## config.mk

```make
export PLATFORM = sky130hd
export DESIGN_NAME = multi_queue_ticket_order
export DESIGN_NICKNAME = d
export VERILOG_FILES = /design/src/rtl/mqto_pkg.sv /design/src/rtl/mqto_ram.sv /design/src/rtl/mqto_ctrl.sv /design/src/rtl/mqto_dpath.sv /design/src/rtl/multi_queue_ticket_order.sv
export VERILOG_INCLUDE_DIRS = /design/src /design/src/rtl
export SDC_FILE = /design/constraint.sdc
export NUM_CORES = 2
export LEC_CHECK = 0
export BUFFER_PORTS_ARGS = -buffer_cell sky130_fd_sc_hd__buf_2
export CORE_UTILIZATION = 63
export CTS_CLUSTER_SIZE = 30
export DETAILED_ROUTE_END_ITERATION = 16
export PLACE_DENSITY = 0.79
export SETUP_SLACK_MARGIN = 0.5
export SYNTH_ARGS = -nofsm -noshare
export SYNTH_HDL_FRONTEND = slang
export SYNTH_SLANG_ARGS = --single-unit
```

## constraint.sdc

```tcl
create_clock -name clk -period 12.1 [get_ports clk]
set_input_delay 0.605 -clock clk [delete_from_list [all_inputs] [get_ports clk]]
set_output_delay 0.605 -clock clk [all_outputs]
set_load 0.02 [all_outputs]
```

## src/rtl/multi_queue_ticket_order_defines.svh

```systemverilog
// ----------------------------------------------------------------------------
// multi_queue_ticket_order_defines.svh
// Assertion macros shared by the ticket order block.
// ----------------------------------------------------------------------------
`ifndef MULTI_QUEUE_TICKET_ORDER_DEFINES_SVH
`define MULTI_QUEUE_TICKET_ORDER_DEFINES_SVH

// Same-cycle implication, disabled while reset is asserted.
`define MQTO_ASSERT_IMP(label, clk, rst_n, ante, cons, msg) \
  label: assert property (@(posedge clk) disable iff (!rst_n) (ante) |-> (cons)) \
    else $error(msg);

// Next-cycle implication, disabled while reset is asserted.
`define MQTO_ASSERT_NXT(label, clk, rst_n, ante, cons, msg) \
  label: assert property (@(posedge clk) disable iff (!rst_n) (ante) |=> (cons)) \
    else $error(msg);

`endif

```

## src/rtl/mqto_pkg.sv

```systemverilog
// ----------------------------------------------------------------------------
// mqto_pkg
// Types and constants shared by the ticket order controller and datapath.
// ----------------------------------------------------------------------------
`default_nettype none

package mqto_pkg;

  localparam int NUM_QUEUES_DEF  = 8;
  localparam int QUEUE_DEPTH_DEF = 8;
  localparam int TICKET_W        = 32;
  localparam int QID_W           = 4;
  localparam int CMD_W           = 2;
  localparam int CFG_W           = 4;
  localparam logic [CFG_W-1:0] QUEUES_IN_USE_RST = 4'd8;

  typedef enum logic [CMD_W-1:0] {
    CMD_ISSUE = 2'd0,
    CMD_QUERY = 2'd1,
    CMD_DONE  = 2'd2,
    CMD_CLEAR = 2'd3
  } cmd_t;

  typedef enum logic [2:0] {
    ST_IDLE,
    ST_QUERY,
    ST_SRCH_RD,
    ST_SRCH_CMP,
    ST_SHIFT_RD,
    ST_SHIFT_WR
  } state_t;

  typedef enum logic [1:0] {
    RD_HEAD,
    RD_IDX,
    RD_NEXT
  } rd_sel_t;

  typedef struct packed {
    logic    load_in;
    logic    issue;
    logic    clear;
    logic    rd_en;
    rd_sel_t rd_sel;
    logic    wr_shift;
    logic    idx_clr;
    logic    idx_inc;
    logic    dec_fill;
    logic    finish;
  } ctl_t;

  typedef struct packed {
    logic valid;
    logic srch_end;
    logic shift_end;
    logic match;
  } stat_t;

endpackage

`default_nettype wire

```

## src/rtl/mqto_ram.sv

```systemverilog
// ----------------------------------------------------------------------------
// mqto_ram
// Generic single-write, single-read RAM with a registered read port.
// ----------------------------------------------------------------------------
`default_nettype none

module mqto_ram #(
  parameter int WIDTH = 32,
  parameter int DEPTH = 64
) (
  input  wire logic                     clk,
  input  wire logic                     wr_en,
  input  wire logic [$clog2(DEPTH)-1:0] wr_addr,
  input  wire logic [WIDTH-1:0]         wr_data,
  input  wire logic                     rd_en,
  input  wire logic [$clog2(DEPTH)-1:0] rd_addr,
  output logic      [WIDTH-1:0]         rd_data
);

  logic [WIDTH-1:0] mem_r [DEPTH];
  logic [WIDTH-1:0] rd_data_r;

  always_ff @(posedge clk) begin
    if (wr_en) begin
      mem_r[wr_addr] <= wr_data;
    end
    if (rd_en) begin
      rd_data_r <= mem_r[rd_addr];
    end
  end

  assign rd_data = rd_data_r;

endmodule

`default_nettype wire

```

## src/rtl/mqto_ctrl.sv

```systemverilog
// ----------------------------------------------------------------------------
// mqto_ctrl
// Controller state machine: sequences issue, query, retire and clear.
// ----------------------------------------------------------------------------
`default_nettype none

module mqto_ctrl (
  input  wire logic                               clk,
  input  wire logic                               rst_n,
  input  wire logic                               start,
  input  wire logic [mqto_pkg::CMD_W-1:0]         in_cmd,
  input  wire mqto_pkg::stat_t                    stat,
  output mqto_pkg::ctl_t                          ctl,
  output logic                                    busy
);

  mqto_pkg::state_t state_r;
  mqto_pkg::state_t state_nxt;

  always_ff @(posedge clk) begin
    if (!rst_n) begin
      state_r <= mqto_pkg::ST_IDLE;
    end else begin
      state_r <= state_nxt;
    end
  end

  always_comb begin
    state_nxt    = state_r;
    ctl          = '0;
    ctl.rd_sel   = mqto_pkg::RD_HEAD;
    case (state_r)
      mqto_pkg::ST_IDLE: begin
        if (start) begin
          ctl.load_in = 1'b1;
          case (mqto_pkg::cmd_t'(in_cmd))
            mqto_pkg::CMD_ISSUE: begin
              ctl.issue  = 1'b1;
              ctl.finish = 1'b1;
            end
            mqto_pkg::CMD_QUERY: begin
              ctl.rd_en  = 1'b1;
              ctl.rd_sel = mqto_pkg::RD_HEAD;
              state_nxt  = mqto_pkg::ST_QUERY;
            end
            mqto_pkg::CMD_DONE: begin
              ctl.idx_clr = 1'b1;
              state_nxt   = mqto_pkg::ST_SRCH_RD;
            end
            default: begin
              ctl.clear  = 1'b1;
              ctl.finish = 1'b1;
            end
          endcase
        end
      end
      mqto_pkg::ST_QUERY: begin
        ctl.finish = 1'b1;
        state_nxt  = mqto_pkg::ST_IDLE;
      end
      mqto_pkg::ST_SRCH_RD: begin
        if (!stat.valid || stat.srch_end) begin
          ctl.finish = 1'b1;
          state_nxt  = mqto_pkg::ST_IDLE;
        end else begin
          ctl.rd_en  = 1'b1;
          ctl.rd_sel = mqto_pkg::RD_IDX;
          state_nxt  = mqto_pkg::ST_SRCH_CMP;
        end
      end
      mqto_pkg::ST_SRCH_CMP: begin
        if (stat.match) begin
          state_nxt = mqto_pkg::ST_SHIFT_RD;
        end else begin
          ctl.idx_inc = 1'b1;
          state_nxt   = mqto_pkg::ST_SRCH_RD;
        end
      end
      mqto_pkg::ST_SHIFT_RD: begin
        if (stat.shift_end) begin
          ctl.dec_fill = 1'b1;
          ctl.finish   = 1'b1;
          state_nxt    = mqto_pkg::ST_IDLE;
        end else begin
          ctl.rd_en  = 1'b1;
          ctl.rd_sel = mqto_pkg::RD_NEXT;
          state_nxt  = mqto_pkg::ST_SHIFT_WR;
        end
      end
      mqto_pkg::ST_SHIFT_WR: begin
        ctl.wr_shift = 1'b1;
        ctl.idx_inc  = 1'b1;
        state_nxt    = mqto_pkg::ST_SHIFT_RD;
      end
      default: begin
        state_nxt = mqto_pkg::ST_IDLE;
      end
    endcase
  end

  assign busy = (state_r != mqto_pkg::ST_IDLE);

endmodule

`default_nettype wire

```

## src/rtl/mqto_dpath.sv

```systemverilog
// ----------------------------------------------------------------------------
// mqto_dpath
// Datapath: ticket counter, fill counts, queue entry RAM and result registers.
// ----------------------------------------------------------------------------
`default_nettype none

`include "multi_queue_ticket_order_defines.svh"

module mqto_dpath #(
  parameter int NUM_QUEUES  = mqto_pkg::NUM_QUEUES_DEF,
  parameter int QUEUE_DEPTH = mqto_pkg::QUEUE_DEPTH_DEF
) (
  input  wire logic                            clk,
  input  wire logic                            rst_n,
  input  wire mqto_pkg::ctl_t                  ctl,
  output mqto_pkg::stat_t                      stat,
  input  wire logic [mqto_pkg::CMD_W-1:0]      in_cmd,
  input  wire logic [mqto_pkg::QID_W-1:0]      in_queue_id,
  input  wire logic [mqto_pkg::TICKET_W-1:0]   in_ticket,
  input  wire logic                            cfg_wr_en,
  input  wire logic [mqto_pkg::CFG_W-1:0]      cfg_wr_data,
  output logic                                 out_valid,
  output logic      [mqto_pkg::TICKET_W-1:0]   out_new_ticket,
  output logic                                 out_waiting,
  output logic                                 out_queue_empty,
  output logic                                 out_queue_valid,
  output logic                                 out_overflow
);

  localparam int QW        = (NUM_QUEUES > 1) ? $clog2(NUM_QUEUES) : 1;
  localparam int IW        = $clog2(QUEUE_DEPTH);
  localparam int FW        = $clog2(QUEUE_DEPTH + 1);
  localparam int AW        = QW + IW;
  localparam int RAM_DEPTH = 1 << AW;
  localparam int TW        = mqto_pkg::TICKET_W;

  // Latched request.
  mqto_pkg::cmd_t              cmd_r,    cmd_nxt;
  logic [mqto_pkg::QID_W-1:0]  q_r,      q_nxt;
  logic [TW-1:0]               ticket_r, ticket_nxt;
  logic                        valid_r,  valid_nxt;
  logic [FW-1:0]               idx_r,    idx_nxt;

  // Block state.
  logic [TW-1:0]               counter_r, counter_nxt;
  logic [FW-1:0]               fill_r   [NUM_QUEUES];
  logic [FW-1:0]               fill_nxt [NUM_QUEUES];
  logic [mqto_pkg::CFG_W-1:0]  qiu_r,     qiu_nxt;

  // Result registers.
  logic                        out_valid_r,   out_valid_nxt;
  logic [TW-1:0]               out_ticket_r,  out_ticket_nxt;
  logic                        out_waiting_r, out_waiting_nxt;
  logic                        out_empty_r,   out_empty_nxt;
  logic                        out_qvalid_r,  out_qvalid_nxt;
  logic                        out_ovf_r,     out_ovf_nxt;

  mqto_pkg::cmd_t              cmd_sel;
  logic [mqto_pkg::QID_W-1:0]  q_sel;
  logic [QW-1:0]               qi;
  logic                        valid_in;
  logic                        valid_sel;
  logic [FW-1:0]               fill_cur;
  logic [FW-1:0]               post_fill;
  logic                        full;
  logic                        store;
  logic [FW-1:0]               idx_p1;
  logic [TW-1:0]               counter_inc;
  logic                        ram_we;
  logic [AW-1:0]               ram_waddr;
  logic [TW-1:0]               ram_wdata;
  logic [AW-1:0]               ram_raddr;
  logic [TW-1:0]               ram_rdata;

  // A queue is addressable when it is below both the register and the build size.
  assign valid_in  = (in_queue_id < qiu_r) &&
                     ((mqto_pkg::QID_W + 1)'(in_queue_id) < (mqto_pkg::QID_W + 1)'(NUM_QUEUES));

  assign cmd_sel   = ctl.load_in ? mqto_pkg::cmd_t'(in_cmd) : cmd_r;
  assign q_sel     = ctl.load_in ? in_queue_id : q_r;
  assign valid_sel = ctl.load_in ? valid_in : valid_r;
  assign qi        = q_sel[QW-1:0];
  assign fill_cur  = valid_sel ? fill_r[qi] : '0;
  assign full      = (fill_cur == FW'(QUEUE_DEPTH));
  assign store     = ctl.issue && valid_sel && !full;
  assign idx_p1    = idx_r + FW'(1);
  assign counter_inc = counter_r + TW'(1);

  always_comb begin
    if (ctl.clear) begin
      post_fill = '0;
    end else if (store) begin
      post_fill = fill_cur + FW'(1);
    end else if (ctl.dec_fill) begin
      post_fill = fill_cur - FW'(1);
    end else begin
      post_fill = fill_cur;
    end
  end

  always_comb begin
    cmd_nxt    = cmd_r;
    q_nxt      = q_r;
    ticket_nxt = ticket_r;
    valid_nxt  = valid_r;
    if (ctl.load_in) begin
      cmd_nxt    = mqto_pkg::cmd_t'(in_cmd);
      q_nxt      = in_queue_id;
      ticket_nxt = in_ticket;
      valid_nxt  = valid_in;
    end

    if (ctl.idx_clr) begin
      idx_nxt = '0;
    end else if (ctl.idx_inc) begin
      idx_nxt = idx_p1;
    end else begin
      idx_nxt = idx_r;
    end

    if (ctl.clear) begin
      counter_nxt = '0;
    end else if (ctl.issue) begin
      counter_nxt = counter_inc;
    end else begin
      counter_nxt = counter_r;
    end

    for (int i = 0; i < NUM_QUEUES; i++) begin
      fill_nxt[i] = ctl.clear ? '0 : fill_r[i];
    end
    if (valid_sel && (store || ctl.dec_fill)) begin
      fill_nxt[qi] = post_fill;
    end

    qiu_nxt = cfg_wr_en ? cfg_wr_data : qiu_r;
  end

  // Result formation on the last cycle of each transaction.
  always_comb begin
    out_valid_nxt   = ctl.finish;
    out_ticket_nxt  = out_ticket_r;
    out_waiting_nxt = out_waiting_r;
    out_empty_nxt   = out_empty_r;
    out_qvalid_nxt  = out_qvalid_r;
    out_ovf_nxt     = out_ovf_r;
    if (ctl.finish) begin
      out_ticket_nxt  = ctl.issue ? counter_inc : '0;
      out_waiting_nxt = (cmd_sel == mqto_pkg::CMD_QUERY) && valid_sel &&
                        (fill_cur != '0) && (ram_rdata != ticket_r);
      out_empty_nxt   = !valid_sel || (post_fill == '0);
      out_qvalid_nxt  = valid_sel;
      out_ovf_nxt     = ctl.issue && valid_sel && full;
    end
  end

  always_ff @(posedge clk) begin
    if (!rst_n) begin
      valid_r     <= 1'b0;
      counter_r   <= '0;
      qiu_r       <= mqto_pkg::QUEUES_IN_USE_RST;
      out_valid_r <= 1'b0;
      for (int i = 0; i < NUM_QUEUES; i++) begin
        fill_r[i] <= '0;
      end
    end else begin
      valid_r     <= valid_nxt;
      counter_r   <= counter_nxt;
      qiu_r       <= qiu_nxt;
      out_valid_r <= out_valid_nxt;
      for (int i = 0; i < NUM_QUEUES; i++) begin
        fill_r[i] <= fill_nxt[i];
      end
    end
  end

  always_ff @(posedge clk) begin
    cmd_r         <= cmd_nxt;
    q_r           <= q_nxt;
    ticket_r      <= ticket_nxt;
    idx_r         <= idx_nxt;
    out_ticket_r  <= out_ticket_nxt;
    out_waiting_r <= out_waiting_nxt;
    out_empty_r   <= out_empty_nxt;
    out_qvalid_r  <= out_qvalid_nxt;
    out_ovf_r     <= out_ovf_nxt;
  end

  // Entry RAM: queue number in the upper address bits, slot in the lower.
  always_comb begin
    ram_we    = store || ctl.wr_shift;
    ram_waddr = ctl.wr_shift ? {q_r[QW-1:0], idx_r[IW-1:0]}
                             : {in_queue_id[QW-1:0], fill_cur[IW-1:0]};
    ram_wdata = ctl.wr_shift ? ram_rdata : counter_inc;
    case (ctl.rd_sel)
      mqto_pkg::RD_HEAD: ram_raddr = {in_queue_id[QW-1:0], IW'(0)};
      mqto_pkg::RD_IDX:  ram_raddr = {q_r[QW-1:0], idx_r[IW-1:0]};
      mqto_pkg::RD_NEXT: ram_raddr = {q_r[QW-1:0], idx_p1[IW-1:0]};
      default:           ram_raddr = {in_queue_id[QW-1:0], IW'(0)};
    endcase
  end

  mqto_ram #(
    .WIDTH (TW),
    .DEPTH (RAM_DEPTH)
  ) u_ram (
    .clk     (clk),
    .wr_en   (ram_we),
    .wr_addr (ram_waddr),
    .wr_data (ram_wdata),
    .rd_en   (ctl.rd_en),
    .rd_addr (ram_raddr),
    .rd_data (ram_rdata)
  );

  assign stat.valid     = valid_r;
  assign stat.srch_end  = (idx_r >= fill_cur);
  assign stat.shift_end = (idx_p1 >= fill_cur);
  assign stat.match     = (ram_rdata == ticket_r);

  assign out_valid       = out_valid_r;
  assign out_new_ticket  = out_ticket_r;
  assign out_waiting     = out_waiting_r;
  assign out_queue_empty = out_empty_r;
  assign out_queue_valid = out_qvalid_r;
  assign out_overflow    = out_ovf_r;

  // A queue that overflowed is full, so it cannot also read as empty.
  `MQTO_ASSERT_IMP(a_ovf_not_empty, clk, rst_n, out_valid_r && out_ovf_r, !out_empty_r, "overflow reported on an empty queue")
  // A blocked ticket implies a valid, non-empty queue.
  `MQTO_ASSERT_IMP(a_wait_needs_queue, clk, rst_n, out_valid_r && out_waiting_r, out_qvalid_r && !out_empty_r, "waiting reported without a valid non-empty queue")
  // Every finished transaction produces exactly one result strobe.
  `MQTO_ASSERT_NXT(a_finish_strobe, clk, rst_n, ctl.finish, out_valid_r, "finished transaction without a result strobe")
  // The fill count of the latched queue never exceeds the queue depth.
  `MQTO_ASSERT_IMP(a_fill_bound, clk, rst_n, valid_r, fill_r[q_r[QW-1:0]] <= FW'(QUEUE_DEPTH), "queue fill count above depth")

endmodule

`default_nettype wire

```

## src/rtl/multi_queue_ticket_order.sv

```systemverilog
// A retire walks the queue through the single read port of the entry RAM: each
// entry searched takes a read and a compare state, and each entry shifted
// forward to close the gap takes a read and a write state. A result
// appears on the out_ ports in the cycle after the last work cycle; the
// next transaction may start in that same cycle. The receiver cannot stall.
// Synchronous active-low reset empties all queues and zeroes the counter.
// ----------------------------------------------------------------------------
// multi_queue_ticket_order
// Several small ordered ticket queues sharing one wrapping ticket counter.
// ----------------------------------------------------------------------------
`default_nettype none

// A transaction is accepted when start is high while busy is low. The command
// selects one of four operations:
//   issue - increments the counter and returns the new ticket; the ticket is
//           appended to the addressed queue when the queue is valid and has
//           room; overflow flags a valid queue that is full.
//   query - flags waiting when a non-empty queue's head is not the ticket.
//   done  - removes the first matching ticket, searching from the head, and
//           moves later entries forward by one.
//   clear - empties every queue and zeroes the counter.
// The controller sequences the multi-cycle operations and the datapath holds
// the counter, the per-queue fill counts, the entry RAM and the result
// registers. Entry values are only used below a queue's fill count, so the
// RAM needs no initialization. The user must write the queues_in_use
// register through cfg_wr_en and cfg_wr_data only while the block is idle;
// the block does not enforce this. Queue contents survive a change of it.
module multi_queue_ticket_order #(
  parameter int NUM_QUEUES  = mqto_pkg::NUM_QUEUES_DEF,
  parameter int QUEUE_DEPTH = mqto_pkg::QUEUE_DEPTH_DEF
) (
  input  wire logic                            clk,
  input  wire logic                            rst_n,
  input  wire logic                            start,
  output logic                                 busy,
  input  wire logic [mqto_pkg::CMD_W-1:0]      in_cmd,
  input  wire logic [mqto_pkg::QID_W-1:0]      in_queue_id,
  input  wire logic [mqto_pkg::TICKET_W-1:0]   in_ticket,
  input  wire logic                            cfg_wr_en,
  input  wire logic [mqto_pkg::CFG_W-1:0]      cfg_wr_data,
  output logic                                 out_valid,
  output logic      [mqto_pkg::TICKET_W-1:0]   out_new_ticket,
  output logic                                 out_waiting,
  output logic                                 out_queue_empty,
  output logic                                 out_queue_valid,
  output logic                                 out_overflow
);

  // Command and status buses between the controller and the datapath.
  mqto_pkg::ctl_t  ctl;
  mqto_pkg::stat_t stat;

  // The controller decodes the accepted command and steps through the search
  // and shift phases of a retire, at most one RAM access per state.
  mqto_ctrl u_ctrl (
    .clk    (clk),
    .rst_n  (rst_n),
    .start  (start),
    .in_cmd (in_cmd),
    .stat   (stat),
    .ctl    (ctl),
    .busy   (busy)
  );

  // The datapath latches the request, owns all block state and forms the
  // result registers on the final cycle of every transaction.
  mqto_dpath #(
    .NUM_QUEUES  (NUM_QUEUES),
    .QUEUE_DEPTH (QUEUE_DEPTH)
  ) u_dpath (
    .clk             (clk),
    .rst_n           (rst_n),
    .ctl             (ctl),
    .stat            (stat),
    .in_cmd          (in_cmd),
    .in_queue_id     (in_queue_id),
    .in_ticket       (in_ticket),
    .cfg_wr_en       (cfg_wr_en),
    .cfg_wr_data     (cfg_wr_data),
    .out_valid       (out_valid),
    .out_new_ticket  (out_new_ticket),
    .out_waiting     (out_waiting),
    .out_queue_empty (out_queue_empty),
    .out_queue_valid (out_queue_valid),
    .out_overflow    (out_overflow)
  );

endmodule

`default_nettype wire

```

==> impl_metrics.tcl <==
set metrics [dict create \
    outcome "finished clean" \
    synth-compound-area-share 0.04070 \
    gr-usage-all-layers 0.3212 \
    post_cts.repair.setup_buffers 0 \
    required_ps 12670 \
    fin_cells 6693 \
    coreArea_um2 137800 \
    clock_skew_ps 47.96 \
    synthCells 4540 \
    cap_violations 0 \
    final_net_count 4795 \
    fp.dieW_um 375.1 \
    synth_mux_area_frac 0.1349 \
    hold_violations 0 \
    final_area_um2 98290 \
    wl_um 224200 \
    synth_edf_count 2148 \
    numCtsBuffers 207 \
    wire_per_inst_um 33.50 \
    cts_max_level 4 \
    grt_pass1_wl_um 323900 \
    min_period_over_period 0.7314 \
    die_h_um 375.1 \
    synth_top_family_by_area "multiplexers" \
    hold_start "cfg_wr_data[0]" \
    power_mw 15.05 \
    seqPwrFrac 0.558 \
    placedCellCount 6279 \
    critical_path_arrival_ps 9420 \
    synth_cell_type_count 71 \
    power_leakage_nw 33.50 \
    clkSinkCount 2230 \
    drive_above_1_share 0.2355 \
    synth_seq_cells 2230 \
    r2r-end "u_dpath.u_ram.rd_data[0]" \
    r2r_slack_ps 3250 \
    ys_warn_count 0 \
    path_max_fanout 72 \
    clockRootBuffer "clkbuf_16" \
    drtIter0Drc 7139 \
    switching_share 0.2032 \
    hp-class "input port to flip-flop" \
    grt_max_degree 129 \
    grt_overflow 0 \
    syn_nets 4607 \
    hold_path_end "u_dpath.qiu_r[0]" \
    start_util 0.6363 \
    firstDrtPassIters 6 \
    finalCriticalPeriod_ps 8851 \
    yosys.area_share.simple 0.04418 \
    drv_slew 0 \
    r2r_start "u_ctrl.state_r[2]" \
    rows 136 \
    synth_top_area_share 0.7355 \
    startpoint_type "flip-flop" \
    synth_adder_area_share 0.002996 \
    drcViolationCount 0 \
    port_buffers 83 \
    relSlewSlack 0.1899 \
    clkTransAtPathRegs_ps 60 \
    cts_buffer_depth 3 \
    dieArea_um2 140700 \
    worst_pin_slew_ps 1215 \
    p_int_mw 12.00 \
    hpwl_um 114100 \
    holdPathStages 3 \
    ys_seq_area_frac 0.7542 \
    tritoncts "yes" \
    cellPowerDensity_nw_per_um2 153.2 \
    final_common_cell "edfxtp_1" \
    synth.cell_area_um2 87700 \
    timing.fmax_mhz 113.0 \
    clk_latency_ps 860 \
    vias 47713 \
    power_frac_clock 0.421 \
    switching_power_mw 3.059 \
    worstSetupPathType "flip-flop to flip-flop" \
    placed_area_um2 91410 \
    synth_ff_type "edfxtp_1" \
    setup-tns-final_ps 0 \
    gp_congestion 0.8874 \
    antenna_found_initial 6 \
    synth_xor_area_frac 0.009373 \
    worstSetupEndpointType "flip-flop" \
    rsz0062_at_grt "false" \
    avgSynthCellArea_um2 19.32 \
    drtAntennaViolNets 0 \
    p_comb_frac 0.021 \
    via_per_inst 7.129 \
    grt_pass1_vias 47842 \
    rr_worst_depth 26 \
    yosysTopAreaCell "edfxtp_1" \
    peakVddDrop_uv 166.0 \
    async_flop_share 0 \
    area_delta_synth_final_pct 12.07 \
    setup_viol 0 \
    synth.area.top_cells "edfxtp_1 74%, mux4_2 13%, dfxtp_1 1.9%" \
    final_cell_mix "2,148 x edfxtp_1, 512 x mux4_2, 345 x nand2_1" \
    pin_count 84 \
]
-- registers in the layout, indices dropped and copies added (netlist names) --
register / cells
u_dpath.u_ram.mem_r: 2048
u_dpath.counter_r: 32
u_dpath.fill_r: 32
u_dpath.out_new_ticket: 32
u_dpath.ticket_r: 32
u_dpath.u_ram.rd_data: 32
u_dpath.idx_r: 4
u_dpath.qiu_r: 4
u_ctrl.state_r: 3
u_dpath.q_r: 3
u_dpath.cmd_r: 2
u_dpath.out_overflow: 1
u_dpath.out_queue_empty: 1
u_dpath.out_queue_valid: 1
u_dpath.out_valid: 1
u_dpath.out_waiting: 1
u_dpath.valid_r: 1
-- Yosys cell counts, drive strengths merged, types with 4 or more instances --
master / count
buf: 86
a31oi: 70
o21ai: 29
ha: 21
clkbuf: 188
a21oi: 128
a311oi: 64
o211ai: 7
edfxtp: 2148
nor3: 22
nand2b: 14
nand4: 24
o22a: 5
o31ai: 5
a211oi: 169
mux4: 512
o22ai: 22
nand3b: 5
mux2i: 22
or3: 11
nand3: 26
and2: 146
and3: 13
nor3b: 11
xor2: 29
nor2: 192
dfxtp: 82
nor4: 4
mux2: 6
inv: 25
xnor2: 64
nand2: 347
nor2b: 9
-- repair_timing --
action / CTS / global route
hold buffers: 34 / 0
endpoints found under the hold margin: 34 / 0
resized for setup: 0 / 0
setup endpoints to repair: 0 / 0
-- worst max-delay path, stage by stage (launching register included) --
cell	delay, ps
dfxtp_1	430
or4b_4	770
clkinv_4	430
nand2_1	200
and2_4	210
inv_2	90
mux2i_1	80
a22oi_1	190
nand3_1	550
inv_1	350
ha_1	280
nand2b_1	140
a21o_1	170
a21o_1	170
a21oi_1	180
and3_1	240
inv_1	80
ha_1	270
mux2i_4	690
buf_12	500
buf_12	520
mux4_2	580
and2_1	170
a211oi_1	230
a311oi_1	80
a21oi_1	640
a21oi_1	180
-- layer usage --
layer,vias up,wire [µm],GRT usage
met5,-,41,0
met4,6,8445,0.1192
met3,594,27450,0.07301
met2,3801,109300,0.5166
met1,24463,78920,0.4361
li1,18849,-,-
-- power by group through the flow --
stage               sequential [mW]  combinational (mW)  clock [mW]
floorplan                      8.56               0.174           0
global placement               8.57               0.287           0
detailed placement             8.57               0.292           0
CTS                            8.40               0.304        6.38
global route                   8.40               0.328        6.65
finish                         8.40               0.312        6.34
-- worst max path at each step --
stage	from	to	slack (ps)	cells past startpoint
after floorplan	start	u_dpath.u_ram.rd_data[10]	5630	27
after global placement	start	u_dpath.u_ram.rd_data[0]	3400	27
after detailed placement	start	u_dpath.u_ram.rd_data[0]	3210	27
after CTS	u_ctrl.state_r[2]	u_dpath.u_ram.rd_data[0]	3320	26
after global routing	u_ctrl.state_r[2]	u_dpath.u_ram.rd_data[0]	2660	26
final	u_ctrl.state_r[2]	u_dpath.u_ram.rd_data[0]	3250	26
-- stage by stage --
step	utilization	setup slack [ps]	hold WS, ps
2_1_floorplan	-	5631	420.7
3_3_place_gp	0.6632	3397	435.2
3_5_place_dp	0.6632	3212	451.3
4_1_cts	0.7130	3320	14.10
5_1_grt	0.7131	2659	46.20
6_report	0.7131	3249	63.02
-- cell families after synthesis --
family | after synthesis
flip-flops | 2230
multiplexers | 540
adder cells (fa/ha/maj) | 21
AO/OA/AOI/OAI | 522
buffers and inverters | 301
XOR/XNOR | 93
AND/OR/NAND/NOR | 833
-- final cells by class --
type,count,area (µm²)
sequential,2230,66140
fill,7705,39540
multi-input combinational,2009,21300
clock buffer,278,5615
tap,1794,2245
timing repair buffer,253,1964
clock inverter,100,907.1
inverter,27,106.4
antenna,2,5.005
No activity file was read; power rests on OpenSTA's default activity.
